--- src/rtl/spf_pkg.sv ---
// Shared constants and inter-module types of the serial packet framer.
`default_nettype none
package spf_pkg;

	localparam int MAX_BYTES_DEF = 64;
	localparam int PTR_W         = 6;
	localparam int LEN_W         = 7;
	localparam int IN_DATA_W     = 40;
	localparam int OUT_DATA_W    = 16;
	localparam int CFG_IDX_W     = 2;
	localparam int CFG_DATA_W    = 16;

	localparam logic [15:0] DEFAULT_GAP = 16'd20;

	localparam logic [1:0] MODE_TIMEOUT = 2'd0;
	localparam logic [1:0] MODE_DELIM   = 2'd1;
	localparam logic [1:0] MODE_LENGTH  = 2'd2;

	localparam logic [CFG_IDX_W-1:0] REG_MODE   = 2'd0;
	localparam logic [CFG_IDX_W-1:0] REG_GAP    = 2'd1;
	localparam logic [CFG_IDX_W-1:0] REG_DELIM  = 2'd2;
	localparam logic [CFG_IDX_W-1:0] REG_OFFSET = 2'd3;

	localparam logic OP_BYTE = 1'b0;
	localparam logic OP_POLL = 1'b1;

	// A finished packet handed from the front end to the drain side.
	typedef struct packed {
		logic             valid;
		logic             bank;
		logic [LEN_W-1:0] len;
	} push_t;

	// Byte write into the packet buffer.
	typedef struct packed {
		logic             en;
		logic             bank;
		logic [PTR_W-1:0] idx;
		logic [7:0]       data;
	} wr_t;

endpackage
`default_nettype wire

--- src/rtl/serial_packet_framer.sv ---
// Top level of the serial packet framer: front end, packet drain and their connection.
//
// The block collects received bytes into packets under one of three framing rules
// (inter-byte timeout, delimiter byte, or a length byte at a set offset) and sends
// each finished packet out as a run of byte transactions, tlast on the final byte.
// Input transactions carry either a received byte or an idle poll (tuser), with the
// current millisecond time. Configuration is written through cfg_wr_en, cfg_index
// and cfg_wdata; the user must write it only while the block is idle, as the block
// itself does not enforce it; any write drops the bytes buffered so far. An input
// transaction passes the front end's accept and execute steps, and an add step too
// when a timeout ends the previous packet before the byte is stored; no new one is
// accepted before that. A packet drains with one buffer read and one output register
// load per byte. The buffer has two banks, so the front end keeps filling one while
// the other drains; it holds s_tready low while it works on a transaction and when
// the bank it would fill still holds a packet waiting to go out. Reset clears the
// configuration to its defaults and empties both banks. When the receiver holds
// m_tready low the output register holds its transaction and the drain waits.
`default_nettype none
module serial_packet_framer #(
	parameter int MAX_BYTES = spf_pkg::MAX_BYTES_DEF
) (
	input  wire logic                           clk,
	input  wire logic                           arst_n,
	// s_tdata fields from bit 0: data_byte[7:0], now_ms[39:8]
	input  wire logic                           s_tvalid,
	output logic                                s_tready,
	input  wire logic [spf_pkg::IN_DATA_W-1:0]  s_tdata,
	// s_tuser fields from bit 0: op
	input  wire logic                           s_tuser,
	// m_tdata fields from bit 0: out_byte[7:0], packet_length[14:8], zero pad
	output logic                                m_tvalid,
	input  wire logic                           m_tready,
	output logic [spf_pkg::OUT_DATA_W-1:0]      m_tdata,
	output logic                                m_tlast,
	input  wire logic                           cfg_wr_en,
	input  wire logic [spf_pkg::CFG_IDX_W-1:0]  cfg_index,
	input  wire logic [spf_pkg::CFG_DATA_W-1:0] cfg_wdata
);
	import spf_pkg::*;

	push_t      push;
	wr_t        wr;
	logic [1:0] busy;

	// The front end owns one bank at a time and flips banks on every finished packet.
	spf_front #(.MAX_BYTES(MAX_BYTES)) u_front (
		.clk       (clk),
		.arst_n    (arst_n),
		.s_tvalid  (s_tvalid),
		.s_tready  (s_tready),
		.s_tdata   (s_tdata),
		.s_tuser   (s_tuser),
		.cfg_wr_en (cfg_wr_en),
		.cfg_index (cfg_index),
		.cfg_wdata (cfg_wdata),
		.busy      (busy),
		.push      (push),
		.wr        (wr)
	);

	// The drain releases a bank as soon as its last byte has been read.
	spf_back #(.MAX_BYTES(MAX_BYTES)) u_back (
		.clk      (clk),
		.arst_n   (arst_n),
		.push     (push),
		.wr       (wr),
		.busy     (busy),
		.m_tvalid (m_tvalid),
		.m_tready (m_tready),
		.m_tdata  (m_tdata),
		.m_tlast  (m_tlast)
	);

endmodule
`default_nettype wire

--- src/rtl/spf_front.sv ---
// Front end: accepts items, holds configuration, fills the packet buffer and detects packet ends.
`default_nettype none
module spf_front #(
	parameter int MAX_BYTES = spf_pkg::MAX_BYTES_DEF
) (
	input  wire logic                           clk,
	input  wire logic                           arst_n,
	input  wire logic                           s_tvalid,
	output logic                                s_tready,
	input  wire logic [spf_pkg::IN_DATA_W-1:0]  s_tdata,
	input  wire logic                           s_tuser,
	input  wire logic                           cfg_wr_en,
	input  wire logic [spf_pkg::CFG_IDX_W-1:0]  cfg_index,
	input  wire logic [spf_pkg::CFG_DATA_W-1:0] cfg_wdata,
	input  wire logic [1:0]                     busy,
	output spf_pkg::push_t                      push,
	output spf_pkg::wr_t                        wr
);
	import spf_pkg::*;

	localparam int CNT_W = $clog2(MAX_BYTES + 1);

	localparam logic [1:0] ST_IDLE = 2'd0;
	localparam logic [1:0] ST_EXEC = 2'd1;
	localparam logic [1:0] ST_ADD  = 2'd2;

	logic [1:0]       state_q;
	logic [1:0]       mode_q;
	logic [15:0]      gap_q;
	logic [7:0]       delim_q;
	logic [5:0]       loff_q;
	logic [CNT_W-1:0] fill_q;
	logic [31:0]      last_q;
	logic [7:0]       len_byte_q;
	logic             wbank_q;

	logic             op_s1;
	logic [7:0]       byte_s1;
	logic [31:0]      now_s1;

	logic [31:0]      elapsed;
	logic             fill_nz;
	logic             in_exec;
	logic             poll_drain;
	logic             tmo_drain;
	logic             do_add;
	logic             is_full;
	logic [CNT_W-1:0] fill_inc;
	logic             pos_is_len;
	logic [7:0]       payload;
	logic [8:0]       target;
	logic             len_done;
	logic             add_drain;

	assign elapsed    = now_s1 - last_q;
	assign fill_nz    = (fill_q != '0);
	assign in_exec    = (state_q == ST_EXEC);
	assign poll_drain = in_exec && (op_s1 == OP_POLL) && fill_nz &&
	                    (mode_q == MODE_TIMEOUT) && (elapsed >= {16'd0, gap_q});
	assign tmo_drain  = in_exec && (op_s1 == OP_BYTE) && fill_nz &&
	                    (mode_q == MODE_TIMEOUT) && (elapsed > {16'd0, gap_q});
	assign do_add     = (in_exec && (op_s1 == OP_BYTE) && !tmo_drain) ||
	                    ((state_q == ST_ADD) && !busy[wbank_q]);
	assign is_full    = (fill_q == CNT_W'(MAX_BYTES));
	assign fill_inc   = fill_q + CNT_W'(1);
	assign pos_is_len = (LEN_W'(fill_q) == LEN_W'(loff_q));
	assign payload    = pos_is_len ? byte_s1 : len_byte_q;
	assign target     = 9'(loff_q) + 9'd1 + 9'(payload);
	assign len_done   = (9'(fill_inc) > 9'(loff_q)) && (payload != 8'd0) &&
	                    (9'(fill_inc) >= target);
	assign add_drain  = !is_full &&
	                    (((mode_q == MODE_DELIM) && (byte_s1 == delim_q)) ||
	                     ((mode_q == MODE_LENGTH) && len_done));

	always_comb begin
		push.valid = poll_drain || tmo_drain || (do_add && add_drain);
		push.bank  = wbank_q;
		push.len   = (do_add && add_drain) ? LEN_W'(fill_inc) : LEN_W'(fill_q);
		wr.en      = do_add && !is_full;
		wr.bank    = wbank_q;
		wr.idx     = PTR_W'(fill_q);
		wr.data    = byte_s1;
	end

	assign s_tready = (state_q == ST_IDLE) && !busy[wbank_q];

	always_ff @(posedge clk) begin
		if (s_tvalid && s_tready) begin
			op_s1   <= s_tuser;
			byte_s1 <= s_tdata[7:0];
			now_s1  <= s_tdata[39:8];
		end
		if (wr.en && pos_is_len) begin
			len_byte_q <= byte_s1;
		end
	end

	always_ff @(posedge clk or negedge arst_n) begin
		if (!arst_n) begin
			state_q <= ST_IDLE;
			mode_q  <= MODE_TIMEOUT;
			gap_q   <= DEFAULT_GAP;
			delim_q <= 8'd0;
			loff_q  <= 6'd0;
			fill_q  <= '0;
			last_q  <= 32'd0;
			wbank_q <= 1'b0;
		end else if (cfg_wr_en) begin
			case (cfg_index)
				REG_MODE:   mode_q  <= cfg_wdata[1:0];
				REG_GAP:    gap_q   <= (cfg_wdata == 16'd0) ? DEFAULT_GAP : cfg_wdata;
				REG_DELIM:  delim_q <= cfg_wdata[7:0];
				REG_OFFSET: loff_q  <= cfg_wdata[5:0];
				default:    mode_q  <= mode_q;
			endcase
			fill_q <= '0;
			last_q <= 32'd0;
		end else begin
			case (state_q)
				ST_IDLE: begin
					if (s_tvalid && s_tready) begin
						state_q <= ST_EXEC;
					end
				end
				ST_EXEC: begin
					if (tmo_drain) begin
						state_q <= ST_ADD;
					end else begin
						state_q <= ST_IDLE;
					end
				end
				ST_ADD: begin
					if (!busy[wbank_q]) begin
						state_q <= ST_IDLE;
					end
				end
				default: state_q <= ST_IDLE;
			endcase

			if (push.valid) begin
				wbank_q <= !wbank_q;
			end

			if (do_add) begin
				if (is_full) begin
					fill_q <= '0;
					last_q <= now_s1;
				end else if (add_drain) begin
					fill_q <= '0;
					last_q <= 32'd0;
				end else begin
					fill_q <= fill_inc;
					last_q <= now_s1;
				end
			end else if (push.valid) begin
				fill_q <= '0;
				last_q <= 32'd0;
			end
		end
	end

endmodule
`default_nettype wire

--- src/rtl/spf_back.sv ---
// Back end: two-bank packet buffer and the drain that streams finished packets out.
`default_nettype none
module spf_back #(
	parameter int MAX_BYTES = spf_pkg::MAX_BYTES_DEF
) (
	input  wire logic                            clk,
	input  wire logic                            arst_n,
	input  spf_pkg::push_t                       push,
	input  spf_pkg::wr_t                         wr,
	output logic [1:0]                           busy,
	output logic                                 m_tvalid,
	input  wire logic                            m_tready,
	output logic [spf_pkg::OUT_DATA_W-1:0]       m_tdata,
	output logic                                 m_tlast
);
	import spf_pkg::*;

	localparam int IDX_W = $clog2(MAX_BYTES);
	localparam int CNT_W = $clog2(MAX_BYTES + 1);
	localparam int DEPTH = 2 ** (IDX_W + 1);

	logic [7:0]       mem [DEPTH];
	logic [1:0]       busy_q;
	logic [LEN_W-1:0] len_q [2];
	logic             rbank_q;
	logic [IDX_W-1:0] idx_q;

	logic             rd_s1;
	logic             last_s1;
	logic [LEN_W-1:0] plen_s1;
	logic [7:0]       rdata_s1;

	logic             ov_q;
	logic [7:0]       obyte_q;
	logic             olast_q;
	logic [LEN_W-1:0] olen_q;

	logic [CNT_W-1:0] cur_len;
	logic             issue;
	logic             is_last;

	assign cur_len = len_q[rbank_q][CNT_W-1:0];
	assign issue   = busy_q[rbank_q] && !rd_s1 && (!ov_q || m_tready);
	assign is_last = ((CNT_W'(idx_q) + CNT_W'(1)) == cur_len);
	assign busy    = busy_q;

	always_ff @(posedge clk) begin
		if (wr.en) begin
			mem[{wr.bank, wr.idx[IDX_W-1:0]}] <= wr.data;
		end
		if (issue) begin
			rdata_s1 <= mem[{rbank_q, idx_q}];
			last_s1  <= is_last;
			plen_s1  <= len_q[rbank_q];
		end
		if (push.valid) begin
			len_q[push.bank] <= push.len;
		end
		if (rd_s1) begin
			obyte_q <= rdata_s1;
			olast_q <= last_s1;
			olen_q  <= plen_s1;
		end
	end

	always_ff @(posedge clk or negedge arst_n) begin
		if (!arst_n) begin
			busy_q  <= 2'b00;
			rbank_q <= 1'b0;
			idx_q   <= '0;
			rd_s1   <= 1'b0;
			ov_q    <= 1'b0;
		end else begin
			for (int b = 0; b < 2; b++) begin
				if (push.valid && (push.bank == 1'(b))) begin
					busy_q[b] <= 1'b1;
				end else if (issue && is_last && (rbank_q == 1'(b))) begin
					busy_q[b] <= 1'b0;
				end
			end
			if (issue) begin
				if (is_last) begin
					idx_q   <= '0;
					rbank_q <= !rbank_q;
				end else begin
					idx_q <= idx_q + IDX_W'(1);
				end
			end
			rd_s1 <= issue;
			if (rd_s1) begin
				ov_q <= 1'b1;
			end else if (m_tready) begin
				ov_q <= 1'b0;
			end
		end
	end

	assign m_tvalid = ov_q;
	assign m_tlast  = olast_q;
	assign m_tdata  = {1'b0, olen_q, obyte_q};

endmodule
`default_nettype wire

--- config.mk ---
export PLATFORM = sky130hd
export DESIGN_NAME = serial_packet_framer
export DESIGN_NICKNAME = d
export VERILOG_FILES = /design/src/rtl/spf_pkg.sv /design/src/rtl/serial_packet_framer.sv /design/src/rtl/spf_front.sv /design/src/rtl/spf_back.sv
export SDC_FILE = /design/constraint.sdc
export NUM_CORES = 1
export LEC_CHECK = 0
export BUFFER_PORTS_ARGS = -buffer_cell sky130_fd_sc_hd__buf_4
export CAP_MARGIN = 40
export CELL_PAD_IN_SITES_DETAIL_PLACEMENT = 0
export CELL_PAD_IN_SITES_GLOBAL_PLACEMENT = 1
export CORE_UTILIZATION = 55
export DETAILED_ROUTE_END_ITERATION = 16
export PLACE_DENSITY = 0.77
export SLEW_MARGIN = 20
export SYNTH_ARGS = -nofsm -noshare
export SYNTH_HDL_FRONTEND = slang
export SYNTH_SLANG_ARGS = --single-unit
--- constraint.sdc ---
create_clock -name clk -period 7.35 [get_ports clk]
set_input_delay 2.205 -clock clk [delete_from_list [all_inputs] [get_ports clk]]
set_output_delay 2.205 -clock clk [all_outputs]
set_load 0.1 [all_outputs]
### Yosys cells after proc, flatten, opt, wreduce, memory -nomap -nowiden

Memories as Yosys holds them, arrays and structs flattened. A register that Yosys moved wholly into a read port is not among the register bits.
Index checks and enable logic that the tools add are counted.

| cells by class | value |
|---|---|
| add/subtract/negate cells | 6 |
| magnitude comparators | 6 |
| bitwise gates (word level) | 4 |
| shift-type cells | 0 |
| divide/modulo/power cells | 0 |
| reduce and logical (&&, ||, !) cells | 56 |
| multiplexer cells | 32 |
| multiply operators | 0 |
| eq/ne operators | 13 |

Operators by type and width:

| kind | count |
|---|---|
| 32-bit two-way mux | 5 |
| 7-bit two-way mux | 6 |
| 32-bit by 16-bit >= comparator with 1-bit output | 1 |
| 32-bit by 16-bit greater-than comparator with 1-bit output | 1 |
| 32-bit subtractor | 1 |
| 1-bit logical AND | 27 |
| 16-bit zero test | 1 |
| 16-bit two-way mux | 1 |
| 6-bit by 1-bit adder with 7-bit output, second input constant | 2 |
| 1-bit two-way mux | 14 |
| 2-bit AND reduction | 6 |
| 9-bit by 8-bit adder with 9-bit output | 1 |
| 7-bit by 9-bit >= comparator with 1-bit output | 1 |
| 2-bit == test, second input constant | 4 |
| 8-bit == test | 1 |
| 8-bit two-way mux | 1 |
| 8-bit nonzero test | 1 |
| 7-bit by 1-bit adder with 7-bit output, second input constant | 1 |
| 7-bit by 6-bit == test with 1-bit output | 1 |
| 7-bit == test | 1 |
| 7-bit == test, second input constant | 1 |
| 7-bit by 6-bit greater-than comparator with 1-bit output | 1 |
| 1-bit zero test | 7 |
| 7-bit nonzero test | 1 |
| 13 further kinds | 30 |

| word-level totals | value |
|---|---|
| memories kept | 2 |
| word-level logic and storage cells | 142 |
| latch bits | 0 |
| output and inout port bits | 19 |
| flip-flop bits (word level) | 158 |
| memory bits (writable) | 1,038 |
| input bits | 64 |
| ROM bits | 0 |

Memory list:

| name | words | bits a word | rd ports | clocked after memory_dff | wr ports | line | source |
|---|---|---|---|---|---|---|---|
| u_back.mem | 128 | 8 | 1 | 1 | 1 | spf_back.sv:22 | `logic [7:0] mem [DEPTH];` |
| u_back.len_q | 2 | 7 | 1 | 0 | 1 | spf_back.sv:24 | `logic [LEN_W-1:0] len_q [2];` |

### Depth between registers and ports, before layout

Gate-level depths: netlist of the first run.

| depth | value |
|---|---|
| depth after elaboration | 13 |
| gate-level depth with buffers | 26 |
| gate-level depth less buffers | 23 |

### By module

Synthesis of the first run repeated with hierarchy kept, for this count alone.

| unflattened totals | value |
|---|---|
| cell total of the unflattened synthesis | 2,771 |
| area total of the unflattened synthesis | 49,641.4 µm² |

By module, submodules not included:

| module | cells an instance | instances | sequential area each (µm²) | area each (µm²) |
|---|---|---|---|---|
| spf_back | 1,931 | 1 | 32,406.1 | 41,358.4 |
| spf_front | 840 | 1 | 3,325.7 | 8,282.9 |

### Least setup slack after synthesis of the first run

No wires, ideal clock.

| timing path | value |
|---|---|
| path type | register to register |
| from | register u_front.byte_s1[0] |
| to | memory u_back.len_q[1][0] (enable) |
| clock period less this slack | 5,202 ps |
| required time | 6,990 ps |
| library setup time | 360 ps |
| setup slack | 2,148 ps |
| path buffers | 0 |
| data arrival time | 4,842 ps |
| cell stages (with the launch flop) | 17 |
| cells stage by stage | edfxtp_1 -> mux2_2 -> ha_1 -> fa_1 -> nand2_1 -> o31ai_1 -> and2_1 -> nor3_1 -> a21oi_1 -> xnor2_1 -> ha_1 -> a21oi_1 -> nor3_1 -> o21ai_0 -> nor2_1 -> nor2_1 -> nor2_1 |

| on the way | value |
|---|---|
| cells in the longest elaborated chain, start to end | 11 |
| elaborated cells between the ends (all ways) | 15 |
| classes of those cells | add/sub: 1; order compare: 1; eq/ne: 1; mux: 3; reduce/logical: 9 |

RTL lines:

| what | line | source |
|---|---|---|
| from (decl) | spf_front.sv:38 | `logic [7:0] byte_s1;` |
| from (signal assigned) | spf_front.sv:90 | `byte_s1 <= s_tdata[7:0];` |
| 8-bit two-way mux | spf_front.sv:67 | `assign payload = pos_is_len ? byte_s1 : len_byte_q;` |
| 9-bit by 8-bit adder with 9-bit output or 8-bit nonzero test (tied branches) | spf_front.sv:68, spf_front.sv:69 |  |
| 7-bit by 9-bit >= comparator with 1-bit output or 1-bit logical AND (tied branches) | spf_front.sv:70, spf_front.sv:69 |  |
| 1-bit logical AND | spf_front.sv:69 | `assign len_done = (9'(fill_inc) > 9'(loff_q)) && (payload != 8'd0) &&` |
| 1-bit logical AND | spf_front.sv:73 | `((mode_q == MODE_LENGTH) && len_done));` |
| 1-bit logical OR (*) | spf_front.sv:72 | `(((mode_q == MODE_DELIM) && (byte_s1 == delim_q)) \|\|` |
| 1-bit logical AND (*) | spf_front.sv:71 | `assign add_drain = !is_full &&` |
| 1-bit logical AND (*) | spf_front.sv:76 | `push.valid = poll_drain \|\| tmo_drain \|\| (do_add && add_drain);` |
| 1-bit logical OR (*) | spf_front.sv:76 |  |
| 1-bit two-way mux (*) | spf_back.sv:56 | `if (push.valid) begin` |
| 1-bit two-way mux (implied by the code) (*) | spf_back.sv:57 | `len_q[push.bank] <= push.len;` |
| to (decl) | spf_back.sv:24 |  |

Every way passes the cells marked *; elsewhere a longest branch is shown, timed or not.

### Final worst setup path of the first run

| timing path | value |
|---|---|
| from | register u_front.now_s1[3] |
| to | memory u_back.mem[24][1] (enable) |

| on the way | value |
|---|---|
| cells in the longest elaborated chain, start to end | 9 |

RTL lines:

| what | line | source |
|---|---|---|
| from (decl) | spf_front.sv:39 | `logic [31:0] now_s1;` |
| from (signal assigned) | spf_front.sv:91 | `now_s1 <= s_tdata[39:8];` |
| 32-bit subtractor | spf_front.sv:55 | `assign elapsed = now_s1 - last_q;` |
| 32-bit by 16-bit greater-than comparator with 1-bit output | spf_front.sv:61 | `(mode_q == MODE_TIMEOUT) && (elapsed > {16'd0, gap_q});` |
| 1-bit logical AND | spf_front.sv:61 |  |
| 1-bit zero test | spf_front.sv:62 | `assign do_add = (in_exec && (op_s1 == OP_BYTE) && !tmo_drain) \|\|` |
| 1-bit logical AND | spf_front.sv:62 |  |
| 1-bit logical OR | spf_front.sv:62 |  |
| 1-bit logical AND | spf_front.sv:79 | `wr.en = do_add && !is_full;` |
| 1-bit two-way mux | spf_back.sv:48 | `if (wr.en) begin` |
| 1-bit two-way mux (implied by the code) | spf_back.sv:49 | `mem[{wr.bank, wr.idx[IDX_W-1:0]}] <= wr.data;` |
| to (decl) | spf_back.sv:22 |  |

No other way between the ends.

==> impl_metrics.py, run 1 <==
metrics = {
    "placement": {
        "port_buffers": 81,
        "place.gp.congestion": 0.869,
        "dp_hpwl_mm": 75.5,
        "dpl_worst_slack_ns": 0.885,
    },
    "finish": {
        "area_delta_synth_final_pct": 12.8,
        "layout.cells.most_common": "edfxtp_1",
        "utilization": 0.626,
        "final_cell_mix": "1119 x edfxtp_1, 336 x mux4_2, 157 x buf_4",
        "drive_gt1_frac": 0.267,
        "fill_cells": 6260,
        "nets": 2891,
    },
    "logic_synthesis": {
        "synth_cells": 2601,
        "synth_edf_count": 1119,
        "syn_area_per_cell_um2": 19.2,
        "ys_seq_area_frac": 0.715,
        "synth_cell_types": 85,
        "async_reset_ff_frac": 0.0706,
        "ys.flop_type": "edfxtp_1",
        "synthesis.nets": 2737,
        "ys_warn_count": 0,
        "ys_seq_elements": 1204,
        "synth_area_mm2": 0.0500,
    },
    "route": {
        "drc": 0,
        "via_count": 25876,
        "via_per_inst": 6.42,
        "routed_wl_mm": 118,
        "topRoutingLayerUsed": "met4",
        "first_pass_iters": 6,
        "drt_iter0_drc": 2711,
        "wl_met3_mm": 9.57,
        "ant_nets": 0,
        "wl_met2_mm": 58.5,
        "wire_per_inst_um": 29.3,
        "wl_met1_mm": 47.4,
    },
    "worst_setup_path": {
        "crit_buf_inv": 0,
        "worst_setup_path_start_kind": "flip-flop",
        "end_kind": "flip-flop",
        "critPathMaxStageDelay_ns": 0.99,
        "crit_path_cell_trace": "ha_1 -> and2_2 -> a221oi_2 -> a2111oi_0 -> nor3b_1 -> xnor2_1 -> ha_1 -> nand2_1 -> nor2_1 -> nand3_1 -> o21ai_0 -> o2bb2ai_1 -> a2111oi_2 -> nand3_1 -> nor4b_4 -> o21bai_4 -> or4_2 -> nor2_1",
        "path_max_fanout": 16,
        "worstPathRequired_ns": 7.67,
        "r2r_slack_ns": 0.84,
        "critical_path_class": "flip-flop to flip-flop",
        "crit_arrival_ns": 6.83,
        "cpMaxStageDelayCell": "or4_2",
        "critPathTopFamily": "simple AND/OR/NAND/NOR gates",
    },
    "floorplan": {
        "fp-row-count": 110,
        "die_w_um": 303,
        "die_h_um": 303,
        "core-area_mm2": 0.0900,
        "start_util": 0.555,
        "die_area_mm2": 0.0921,
        "io_pins": 83,
    },
    "clock_tree": {
        "holdBufCountCts": 0,
        "post_cts_buffers": 0,
        "clockBufferDepth": 3,
        "cts_buffers": 117,
        "cts-resized-gates": 0,
        "cts.sinks": 1204,
        "cts.htree.levels": 3,
        "path_clk_slew_ns": 0.06,
        "cts_tree": "done",
        "cts_root_buffer": "clkbuf_16",
        "worstSkewPairLatency_ns": 0.70,
    },
    "pwr": {
        "power.share.combinational": 0.288,
        "internal_power_w": 0.0139,
        "p_sw_frac": 0.299,
        "power.clock.fraction": 0.301,
        "p_leak_nw": 18.4,
        "pwr-share-seq": 0.411,
        "switchingPower_w": 0.00595,
        "ir_drop_mv": 0.362,
        "powerDensity_mw_per_mm2": 353,
    },
    "timing": {
        "fmax_mhz": 154,
        "tightestPinTransition_ns": 1.00,
        "post-route-period-util": 0.886,
        "tns_ns": 0,
        "rsz0062_at_grt": "no",
        "fin_crit_ns": 6.51,
        "fin_skew_ns": 0.0184,
        "hold_violations": 0,
        "setup_viol": 0,
        "slew_viol_final": 0,
        "slew_headroom": 0.323,
        "worst_slack_ns": 0.841,
    },
    "grt": {
        "antenna_found_initial": 4,
        "grt_max_degree": 155,
        "grt_pass1_wl_mm": 175,
        "grt_pass1_vias": 26143,
        "grt-ovfl-total": 0,
        "grtUsageTotal": 0.264,
    },
    "min_path": {
        "hp-class": "flip-flop to flip-flop",
    },
    "outcome": {
        "status": "finished, final reports clean",
    },
    "job": {
        "max_cap_violations": 0,
    },
}
synthesized netlist by cell type, drive strengths merged (6+ instances only):
cell	count	area, um2
mux4	336	7570
o211ai	10	88.8
mux2i	6	60.1
a21o	10	75.1
mux2	39	439
xnor2	46	403
xor2	19	166
or3	7	43.8
inv	71	267
and2	16	101
nand2b	12	75.1
nand2	92	345
o21ai	58	290
clkbuf	88	333
nor2	124	465
nand4	17	106
edfxtp	1119	33600
nor3	36	180
o21a	13	97.6
ha	70	876
dfrtp	83	2080
a21oi	54	270
buf	53	275
a22o	33	289
nand3	29	145
and3	22	138
nor4	32	221
nor2b	15	93.8
a211oi	8	65.1
layer usage:
metal  GRT usage  vias up
met2       0.429     1247
met5           0        -
li1            -    10942
met3      0.0410      132
met1       0.378    13555
met4      0.0687        0
area by class of cell:
| cell class | count | area [um2] | share of cell area |
|---|---|---|---|
| timing repair buffer | 176 | 1600 | 0.0284 |
| antenna | 2 | 5.00 | 0.0000888 |
| inverter | 71 | 267 | 0.00473 |
| tap | 1176 | 1470 | 0.0261 |
| clock buffer | 139 | 3060 | 0.0543 |
| clock inverter | 78 | 785 | 0.0139 |
| sequential | 1204 | 35700 | 0.634 |
| multi-input combinational | 1185 | 13400 | 0.238 |
power by group through the flow:
stage          logic (W)  clock network (W)  registers, W
2_1_floorplan    0.00369                  0       0.00851
3_3_place_gp     0.00553                  0       0.00835
4_1_cts          0.00577            0.00608       0.00817
3_5_place_dp     0.00574                  0       0.00831
5_1_grt          0.00605            0.00635       0.00819
6_report         0.00572            0.00599       0.00817
logic make-up (layout without fill, tap and decap cells):
logic type	Yosys count	count (layout)	synth area share
AOI/OAI and AO/OA	238	238	0.0329
other	1	3	0.0000750
buffers and inverters	212	464	0.0175
xor gates and xnor gates	65	65	0.0114
DFF	1204	1204	0.715
and+or+nand+nor	428	428	0.0434
adders and majority gates	72	72	0.0183
muxes	381	381	0.161
per-stage QoR:
step / total power [W] / instances / area, um2 / hold WS [ns]
final: 0.0199 / 4031 / 56400 / 0.423
after floorplan: 0.0122 / 2601 / 50000 / 0.400
after global routing: 0.0206 / 4029 / 56400 / 0.432
after global placement: 0.0139 / 3793 / 52100 / 0.409
after detailed placement: 0.0141 / 3810 / 52500 / 0.409
after CTS: 0.0200 / 4027 / 56300 / 0.423
flip-flops by register name, indices dropped and copies added (netlist names), 7 cells and up:
| register | cells |
|---|---|
| u_back.obyte_q | 8 |
| u_back.olen_q | 7 |
| u_front.gap_q | 16 |
| u_front.len_byte_q | 8 |
| u_front.byte_s1 | 8 |
| u_back.plen_s1 | 7 |
| u_back.mem | 1024 |
| u_back.rdata_s1 | 8 |
| u_back.len_q | 14 |
| u_front.last_q | 32 |
| u_front.fill_q | 7 |
| u_front.now_s1 | 32 |
| u_front.delim_q | 8 |
path summary, 6_finish.rpt:
check,cells after the start,end,from
worst min register to register,0,u_back.olen_q[5]$_DFFE_PP_,u_back.plen_s1[5]$_DFFE_PP_
worst max register to register,18,u_back.mem[24][1]$_DFFE_PP_,u_front.now_s1[3]$_DFFE_PP_
min in group asynchronous,1,u_front.last_q[18]$_DFFE_PN0P_,arst_n
worst max-delay path,18,u_back.mem[24][1]$_DFFE_PP_,u_front.now_s1[3]$_DFFE_PP_
max in group asynchronous,2,u_back.idx_q[1]$_DFFE_PN0P_,arst_n
worst min-delay path,0,u_back.olen_q[5]$_DFFE_PP_,u_back.plen_s1[5]$_DFFE_PP_
Note: power is estimated with default switching activity, not from simulation.
==> run 2, diff against run 1 <==
- CORE_UTILIZATION: 55 -> 45
- PLACE_DENSITY: 0.77 -> 0.67
- clock period: 7.35 -> 5.76 ns (I/O delays scaled with it)
==> run 2 against run 1 <==
  * Critical path depth increased by 5
  * Clock-buffer cell count fell by 2
  * Core utilization is 10 points lower
  * Sequential share of layout area fell by 1.4 points
  * Combinational power up 30%
  * Final area rose by 2.2%
  * Sequential power rose by 27%
  * Via count barely moved
  * Non-clock buffer count grew 89
  * Flip-flop and latch count stayed put
  * Critical path type unchanged
  * Largest cell class unchanged
==> impl_metrics.py, run 2 (synthesized netlist as in run 1, its figures left out) <==
metrics = {
    "route": {
        "via_per_inst": 5.85,
        "drt_iter0_drc": 2528,
        "wire_per_inst_um": 27.9,
        "ant_nets": 0,
        "first_pass_iters": 6,
        "via_count": 25887,
        "routed_wl_mm": 123,
        "drc": 0,
    },
    "finish": {
        "area_delta_synth_final_pct": 15.2,
        "largest_reg_flops": 1024,
        "layout.cells.most_common": "edfxtp_1",
        "drive_gt1_frac": 0.293,
        "final_cell_mix": "1119 x edfxtp_1, 336 x mux4_2, 242 x buf_4",
        "nets": 2982,
    },
    "clock_tree": {
        "worstSkewPairLatency_ns": 0.72,
        "path_clk_slew_ns": 0.06,
        "cts.htree.levels": 3,
        "cts_tree": "done",
        "cts.sinks": 1204,
        "cts_root_buffer": "clkbuf_16",
        "clockBufferDepth": 3,
        "cts_buffers": 119,
    },
    "timing": {
        "fmax_mhz": 186,
        "slew_headroom": 0.378,
        "hold_violations": 0,
        "rsz0062_at_grt": "no",
        "setup_viol": 0,
        "fin_crit_ns": 5.37,
        "post-route-period-util": 0.932,
        "tns_ns": 0,
        "slew_viol_final": 0,
        "fin_skew_ns": 0.0231,
        "tightestPinTransition_ns": 0.933,
    },
    "worst_setup_path": {
        "worst_setup_path_start_kind": "flip-flop",
        "startpoint": "u_front.now_s1[3]$_DFFE_PP_",
        "crit_arrival_ns": 5.78,
        "path_max_fanout": 16,
        "reg2reg_depth": 23,
        "regToRegEndpoint": "u_back.mem[53][2]$_DFFE_PP_",
        "worstPathRequired_ns": 6.17,
        "end_kind": "flip-flop",
        "crit_path_end": "u_back.mem[53][2]$_DFFE_PP_",
        "r2r-start": "u_front.now_s1[3]$_DFFE_PP_",
        "critical_path_class": "flip-flop to flip-flop",
        "r2r_slack_ns": 0.39,
    },
    "floorplan": {
        "io_pins": 83,
        "die_h_um": 335,
        "die_w_um": 335,
        "core-area_mm2": 0.109,
        "fp-row-count": 121,
        "die_area_mm2": 0.112,
        "start_util": 0.457,
    },
    "min_path": {
        "hp-class": "flip-flop to flip-flop",
    },
    "grt": {
        "antenna_found_initial": 4,
        "grtUsageTotal": 0.224,
        "grt-ovfl-total": 0,
        "grt_max_degree": 132,
        "grt_pass1_wl_mm": 183,
        "grt_pass1_vias": 26724,
    },
    "placement": {
        "port_buffers": 81,
        "place.gp.congestion": 0.878,
        "dp_hpwl_mm": 77.8,
    },
    "pwr": {
        "powerDensity_mw_per_mm2": 445,
        "p_leak_nw": 18.9,
        "ir_drop_mv": 0.489,
        "power_w": 0.0257,
    },
    "job": {
        "max_cap_violations": 0,
    },
    "outcome": {
        "status": "finished, final reports clean",
    },
}
[run 2: cell types whose count changed in the layout (fill, tap and decap cells not counted), sizes merged]
cell,delta
buf,+89
bufinv,-1
clkbuf,-2
clkinv,+7
clkinvlp,+1
inv,+1
[run 2: stage by stage]
stage,setup WS [ns],hold WS [ns],std cells,instance area (um2),util
final,0.390,0.418,4426,57600,0.526
after floorplan,0.558,0.400,2601,50000,-
after global placement,0.155,0.411,4190,53400,0.487
after global routing,0.0259,0.436,4424,57600,0.526
after detailed placement,0.167,0.411,4197,53500,0.489
after CTS,0.130,0.420,4420,57500,0.525
[run 2: layout make-up]
cell class | instances | area, um2
Tap cell | 1476 | 1850
Multi-Input combinational cell | 1185 | 13500
Timing Repair Buffer | 265 | 2280
Fill cell | 8488 | 51900
Clock inverter | 86 | 820
Sequential cell | 1204 | 35700
Clock buffer | 137 | 3150
Inverter | 71 | 267
Antenna cell | 2 | 5.00
[run 2: how the worst min path moves through the flow]
stage                                start                          to  slack (ns)  depth (start not counted)
5_1_grt        u_back.plen_s1[4]$_DFFE_PP_  u_back.olen_q[4]$_DFFE_PP_        0.44                          0
6_report       u_back.plen_s1[5]$_DFFE_PP_  u_back.olen_q[5]$_DFFE_PP_        0.42                          0
3_5_place_dp   u_back.plen_s1[1]$_DFFE_PP_  u_back.olen_q[1]$_DFFE_PP_        0.41                          0
2_1_floorplan     u_back.last_s1$_DFFE_PP_    u_back.m_tlast$_DFFE_PP_        0.40                          0
3_3_place_gp   u_back.plen_s1[5]$_DFFE_PP_  u_back.olen_q[5]$_DFFE_PP_        0.41                          0
4_1_cts        u_back.plen_s1[5]$_DFFE_PP_  u_back.olen_q[5]$_DFFE_PP_        0.42                          0
[run 2: worst max-delay path: stages (launching register included)]
cell	delay, ns
edfxtp_1	0.40
ha_1	0.36
and2_2	0.24
a221oi_2	0.24
buf_4	0.19
a21oi_1	0.08
o21ai_0	0.16
nand2b_1	0.08
xor2_1	0.14
ha_1	0.31
a211oi_1	0.26
o211ai_1	0.14
a21oi_1	0.19
o2bb2ai_1	0.13
a2111oi_4	0.23
nand3_1	0.17
nor4b_4	0.27
buf_4	0.18
o21bai_4	0.09
buf_4	0.17
or3_1	0.32
buf_4	0.30
nor2_1	0.18
buf_4	0.19
[run 2: per-layer routing]
metal	vias to the layer above	GRT usage	part of all wire
li1	11130	-	-
met1	13484	0.307	0.41
met2	1084	0.355	0.48
met3	187	0.0439	0.073
met4	2	0.0874	0.037
met5	-	0	0.00013
[run 2: what timing repair did]
item / CTS / global route
endpoints found under the hold margin: 0 / 0
hold buffers: 0 / 0
setup endpoints to repair: 0 / 1008
setup buffers: 0 / 1
gates resized for setup: 0 / 11
[run 2: power by group]
| part | internal [W] | switching [W] |
|---|---|---|
| clock network | 0.00450 | 0.00332 |
| registers | 0.0100 | 0.000373 |
| logic | 0.00332 | 0.00409 |
| total | 0.0179 | 0.00779 |
